[config.mk]
export PLATFORM = sky130hd
export DESIGN_NAME = cbhm_cmp
export DESIGN_NICKNAME = d
export VERILOG_FILES = /design/src/rtl/core/chained_bucket_hash_map_macros.svh /design/src/rtl/core/cbhm_pkg.sv /design/src/rtl/core/cbhm_cmp.sv
export SDC_FILE = /design/constraint.sdc
export NUM_CORES = 1
export LEC_CHECK = 0
export ABC_AREA = 1
export BUFFER_PORTS_ARGS = -buffer_cell sky130_fd_sc_hd__buf_2
export CELL_PAD_IN_SITES_DETAIL_PLACEMENT = 1
export CELL_PAD_IN_SITES_GLOBAL_PLACEMENT = 1
export CORE_MARGIN = 4
export CORE_UTILIZATION = 23
export DETAILED_ROUTE_END_ITERATION = 10
export PLACE_DENSITY_LB_ADDON = 0.08
export REMOVE_ABC_BUFFERS = 1
export SLEW_MARGIN = 20
export SYNTH_ARGS = -nofsm -noshare
export SYNTH_HDL_FRONTEND = slang
export SYNTH_SLANG_ARGS = --single-unit
[constraint.sdc]
create_clock -name vclk -period 1.26
set_input_delay 0 -clock vclk [all_inputs]
set_output_delay 0 -clock vclk [all_outputs]
set_load 0.05 [all_outputs]
[src/rtl/core/chained_bucket_hash_map_macros.svh]
// ----------------------------------------------------------------------------
// Chained bucket hash map assertion macros
// Clocked assertion wrappers; define NO_ASSERTIONS to drop them.
// ----------------------------------------------------------------------------
`ifndef CHAINED_BUCKET_HASH_MAP_MACROS_SVH
`define CHAINED_BUCKET_HASH_MAP_MACROS_SVH
`ifndef NO_ASSERTIONS
// Consequent must hold in the same cycle as the antecedent.
`define CBHM_ASSERT_NOW(lbl, ante, cons) \
    lbl: assert property (@(posedge i_clk) disable iff (!i_rst_n) (ante) |-> (cons)) \
        else $error("assertion failed");
// Consequent must hold in the cycle after the antecedent.
`define CBHM_ASSERT_NEXT(lbl, ante, cons) \
    lbl: assert property (@(posedge i_clk) disable iff (!i_rst_n) (ante) |=> (cons)) \
        else $error("assertion failed");
`else
`define CBHM_ASSERT_NOW(lbl, ante, cons)
`define CBHM_ASSERT_NEXT(lbl, ante, cons)
`endif
`endif

[src/rtl/core/cbhm_pkg.sv]
// ----------------------------------------------------------------------------
// Chained bucket hash map package
// Sizes, codes and transfer structs shared by the map's modules.
// ----------------------------------------------------------------------------
package cbhm_pkg;

    localparam int unsigned BUCKETS        = 256;
    localparam int unsigned SLOTS_PER_NODE = 4;
    localparam int unsigned NODE_POOL      = 1024;
    localparam int unsigned TOTAL_SLOTS    = NODE_POOL * SLOTS_PER_NODE;

    localparam int unsigned BKT_W   = (BUCKETS > 1) ? $clog2(BUCKETS) : 1;
    localparam int unsigned NODE_W  = (NODE_POOL > 1) ? $clog2(NODE_POOL) : 1;
    localparam int unsigned USED_W  = $clog2(NODE_POOL + 1);
    localparam int unsigned SLOT_W  = (SLOTS_PER_NODE > 1) ? $clog2(SLOTS_PER_NODE) : 1;
    localparam int unsigned ADDR_W  = (TOTAL_SLOTS > 1) ? $clog2(TOTAL_SLOTS) : 1;
    localparam int unsigned LINK_W  = NODE_W + 1;
    localparam int unsigned KEY_W   = 32;
    localparam int unsigned VAL_W   = 64;
    localparam int unsigned COUNT_W = 13;

    localparam logic [KEY_W-1:0] EMPTY_KEY = 32'hFFFF_FFFF;

    typedef logic [1:0] t_opcode;
    localparam t_opcode OP_SET   = 2'd0;
    localparam t_opcode OP_GET   = 2'd1;
    localparam t_opcode OP_CLEAR = 2'd2;
    localparam t_opcode OP_NOP   = 2'd3;

    typedef logic [1:0] t_status;
    localparam t_status ST_OK      = 2'd0;
    localparam t_status ST_BAD_KEY = 2'd1;
    localparam t_status ST_NO_NODE = 2'd2;

    typedef struct packed {
        t_opcode     opcode;
        logic [31:0] page_key;
        logic [31:0] new_phys_page;
        logic [31:0] new_version;
    } t_cmd;

    typedef struct packed {
        t_status             status;
        logic                hit;
        logic [31:0]         found_phys_page;
        logic [31:0]         found_version;
        logic [COUNT_W-1:0]  entry_count;
    } t_result;

    typedef struct packed {
        logic is_empty;
        logic is_match;
    } t_cmp;

endpackage

[src/rtl/core/cbhm_cmp.sv]
// ----------------------------------------------------------------------------
// Slot key compare unit
// Flag a stored slot key as empty or as equal to the search key.
// ----------------------------------------------------------------------------
module cbhm_cmp (
    input  logic [cbhm_pkg::KEY_W-1:0] i_slot_key,
    input  logic [cbhm_pkg::KEY_W-1:0] i_search_key,
    output cbhm_pkg::t_cmp             o_cmp
);

    always_comb begin
        o_cmp.is_empty = (i_slot_key == cbhm_pkg::EMPTY_KEY);
        o_cmp.is_match = (i_slot_key == i_search_key);
    end

endmodule

==> impl_results.md, run 1 <==
* Die area at roughly 4200 µm²
* Vert. Die Dim at 64.6 µm
* Slew Limit Fails at 0
* Core Box Area at 3050 µm²
* Switch Pwr at 0.141 mW
* Average vias per placed instance at 3.96
* Combinational share of power at 1.000
* Most common cell after layout, fill and taps aside: nand2_1
* RePlAce Congestion at 0.663
* Crit path capture type: primary output
* Area share of the largest cell type after synthesis at 0.433
* Setup_tns at 0 ns
* Initial antenna violation count at 0
* Worst path required time at 1.26 ns
* Layout cells sized above 1 at 0.261
* Part of the Yosys area used for sequential elements at 0
* Max-Cap Viols at 0
* Vias in the first global route at 1081
* GRT Total Usage at 0.115
* Hpwl dp at 2280 µm
* Commonest non-fill, non-tap cells in the layout: nand2_1 (85), buf_2 (66), inv_1 (51)
* Layout Nets at 319
* Unrepaired setup endpoints after global routing: false
* Final Hold Vio Count at 0
* Fmax at 1060 MHz
* Worst hold margin at 0.509 ns
* Clk_buf instances at 0
* Peak supply drop at 65.8 µV
* Final instance area at 1120 µm²
* Remaining Overflow, GRT at 0
* Ports at 66
* Synth area leader: nand2_1
* Synth area leaders: nand2_1 (43%), inv_1 (26%), nor2_1 (20%), nand4_1 (5.1%), xor2_1 (3.6%)
* Post-CTS Resized at 0
* Die width at 64.6 µm
* Hold buffer count at cts at 0
* Sequential Power Share at 0
* Clock Power Share at 0
* Setup violators final at 0
* Final period util at 0.749
* Initial Util at 0.241
* Synthesized area per cell at around 4 µm²
* Placed cell areas at 1120 µm²
* PortBufs at 66
* Drt wl/cell at 7.90 µm
* Startpoint type of the worst setup path: input pin
* Internal Pwr Total at 0.135 mW
* P&R area growth vs syn at 52.3%
* Synth Cell Area at 737 µm²
* Pleak at 0.849 nW
* # Post-CTS Setup Buffers at 0
* Reg area at 0 µm²
* DRT iter0 DRCs at 27
* Cells after Synth at 187
* CP max FO at 3
* CP Data Arrival Time at 0.94 ns
* Drc violations at 0
* Yosys warning total at 0
* CP Class: in2out
* Largest net degree at the start of global routing at 4
* First-pass GRT wire length at 4150 µm
* Drt pass-1 iters at 4
* Detailed Route WL at 2350 µm
* Switching Share at 0.512
* Outcome: completed
* Num rows at 20
* Hold Crit Class: in2out
* Number of distinct library cells after synthesis at 8
* ANT cells at 0
* Vias at approximately 1.2k
* Antenna viol nets, final at 0
* Seq_cells at 0
* Power Dens Cells at 246 nW/µm²
* Worst Max-Slew Pin Slew at 0.259 ns
* Post-route minimum period at 0.944 ns
* Slew HR at 0.828
-- cell type report --
class	instances	area, µm²
fill	520	1930
tap	44	55.1
timing repair buffer	66	330
inverter	51	191
multi-input combinational	136	546
-- power by group through the flow --
stage / Clock [mW] / Combinational [mW] / Sequential (mW)
floorplan: 0 / 0.131 / 0
global placement: 0 / 0.278 / 0
detailed placement: 0 / 0.283 / 0
CTS: 0 / 0.284 / 0
global route: 0 / 0.330 / 0
finish: 0 / 0.276 / 0
-- Yosys cell counts --
cell,count
nand4_1,6
nor3_1,1
xor2_1,3
inv_1,51
nand2_1,85
nand3_1,1
nor4_1,1
nor2_1,39
-- logic make-up (layout without fill, tap and decap cells) --
group | Yosys count | after routing | share of synthesized area
xor+xnor | 3 | 3 | 0.0357
simple gates | 133 | 133 | 0.705
buf+inv | 51 | 117 | 0.260
-- metrics by stage --
stage,cells,util,total power [mW],setup WS (ns)
4_1_cts,297,0.368,0.284,0.269
3_5_place_dp,297,0.368,0.283,0.278
6_report,297,0.368,0.276,0.316
2_1_floorplan,187,-,0.131,0.213
5_1_grt,297,0.368,0.330,0.152
3_3_place_gp,297,0.368,0.278,0.288
-- worst max-delay path, cell delays in order --
cell and delay, ns:
buf_2 0.10, inv_1 0.04, nand2_1 0.04, nand2_1 0.04
nor2_1 0.12, nand2_1 0.06, nor2_1 0.12, nand2_1 0.06
nor2_1 0.09, buf_2 0.27
-- metal layers --
layer / track usage / part of all wire / up-vias
li1: - / - / 659
met1: 0.135 / 0.43 / 487
met2: 0.233 / 0.51 / 29
met3: 0.0104 / 0.061 / 0
met4: 0 / 0 / 0
met5: 0 / 0 / -
-- worst paths after layout --
path                        to  slack, ns  cells after the start      startpoint
worst min-delay path  o_cmp[1]       0.51                      6  i_slot_key[26]
worst max-delay path  o_cmp[0]       0.32                     10  i_slot_key[15]
No activity file was read; power rests on OpenSTA's default activity.
==> inputs of run 2 (changes only) <==
--- a/config.mk
+++ b/config.mk
@@ -10,7 +10,7 @@
 export CELL_PAD_IN_SITES_DETAIL_PLACEMENT = 1
 export CELL_PAD_IN_SITES_GLOBAL_PLACEMENT = 1
 export CORE_MARGIN = 4
-export CORE_UTILIZATION = 23
+export CORE_UTILIZATION = 19
 export DETAILED_ROUTE_END_ITERATION = 10
 export PLACE_DENSITY_LB_ADDON = 0.08
 export REMOVE_ABC_BUFFERS = 1
==> constraint.sdc (replaced) <==
create_clock -name vclk -period 0.8
set_input_delay 0 -clock vclk [all_inputs]
set_output_delay 0 -clock vclk [all_outputs]
set_load 0.05 [all_outputs]
==> impl_results.md, run 2 (synthesis gave the netlist of run 1 again) <==
* Outcome: finished, violations left
* Failing checks: negative setup slack
* CP bufs+invs at 3
* CP Class: in2out
* Worst hold margin at 0.429 ns
* Most common cell after layout, fill and taps aside: nand2_1
* Fill count at 581
* Reg area at 0 µm²
* Max layer used: met3
* Worst-path cell chain: buf_2 > inv_2 > nand2_1 > nand2_1 > nor2_1 > nand2_1 > nor2_2 > nand2_1 > nor2_2 > buf_6
* Vias at between 1k and 1.5k
* RePlAce Congestion at between 0.6 and 0.7
* Crit path max-delay family: simple AND/OR/NAND/NOR gates
* Slew Limit Fails at 0
* Startpoint type of the worst setup path: input pin
* Slowest CP cell: buf_6
* Power Dens Cells at roughly 400 nW/µm²
* Metal1 wirelength at about 1100 µm
* Drc violations at 0
* Core Box Area at 3720 µm²
* Met2 routed wirelength at between 1000 and 1500 µm
* Layout cells sized above 1 at 0.358
* P&R area growth vs syn at 83.0%
* Vias in the first global route at 1244
* GRT Total Usage at 0.105
* Num rows at 22
* CP max FO at 2
* Largest net degree at the start of global routing at 4
* Drt pass-1 iters at 2
* Hold Crit Class: in2out
* Initial antenna violation count at 0
* Most frequent CP cell: nand2_1
* Met3 WL post-DR at ~180 µm
* Die area at 4940 µm²
* Remaining Overflow, GRT at 0
* Worst path required time at 0.80 ns
* Hpwl dp at 2560 µm
* Pleak at between 0.9 and 1 nW
* Crit path capture type: primary output
* CP Data Arrival Time at between 0.8 and 0.9 ns
* Antenna viol nets, final at 0
* ANT cells at 0
* Final core utilization at 0.363
* Final worst slack at -0.0861 ns
* Pre-CTS setup slack at -0.211 ns
* DRT iter0 DRCs at 23
* Vert. Die Dim at 70.3 µm
* PortBufs at 66
* Final period util at 1.11
* Commonest non-fill, non-tap cells in the layout: nand2_1 (85), buf_2 (60), inv_1 (47)
* Hold buffer count at cts at 0
* Worst Max-Slew Pin Slew at 0.237 ns
* Multi-input logic area at 572 µm²
* Final Hold Vio Count at 0
* Drt wl/cell at ~8.4 µm
* Peak supply drop at 114 µV
* Setup violators final at 2
* Layout Nets at 340
* Die width at about 70 µm
* CP peak stage delay at approximately 0.17 ns
* Post-route minimum period at around 0.89 ns
* Slew HR at 0.841
* Detailed Route WL at 2710 µm
* Unrepaired setup endpoints after global routing: true
* Average vias per placed instance at 3.94
* Clk_buf instances at 0
* Post-route total power at 0.537 mW
* Ports at 66
* Max-Cap Viols at 0
* Fmax at 1130 MHz
* First-pass GRT wire length at 4630 µm
* Initial Util at 0.198
* Seq_cells at 0
-- run 2: changes by cell type in the layout (fill, tap and decap cells not counted), moves of 4 or more --
| cell | before | now |
|---|---|---|
| buf_4 | 0 | 21 |
| inv_2 | 0 | 4 |
| nor2_2 | 0 | 4 |
| nor2_1 | 39 | 35 |
| inv_1 | 51 | 47 |
| buf_6 | 0 | 6 |
| buf_2 | 66 | 60 |
-- run 2: repair_timing --
item                                    CTS  global route
setup buffers                             0             0
resized for setup                        15             4
endpoints found under the setup margin    2             2
pin swaps                                 4             1
hold endpoints to repair                  0             0
-- run 2: layer usage --
metal  track usage  up-vias
met3        0.0101        0
met2         0.214       31
met1         0.123      536
met5             0        -
li1              -      702
met4             0        0
-- run 2: final timing paths --
path                     startpoint        to  slack, ns  depth (start not counted)
worst max-delay path  i_slot_key[5]  o_cmp[0]      -0.09                         10
worst min-delay path  i_slot_key[0]  o_cmp[1]       0.43                          6
-- run 2: stage by stage --
stage	TNS [ns]	instances	instance area [µm²]
after global routing	-0.319	322	1350
after global placement	-0.360	322	1280
after CTS	-0.175	322	1330
after detailed placement	-0.353	322	1280
after floorplan	-0.470	187	737
final	-0.106	322	1350
-- run 2: layout make-up --
cell class | count | share of cell area
multi-input combinational | 136 | 0.424
timing repair buffer | 87 | 0.390
inverter | 51 | 0.142
tap | 48 | 0.0445
-- run 2: power by group --
part	internal, mW	switching (mW)	leakage (nW)
clock network	0	0	0
registers	0	0	0
logic	0.289	0.248	0.957
total	0.289	0.248	0.957
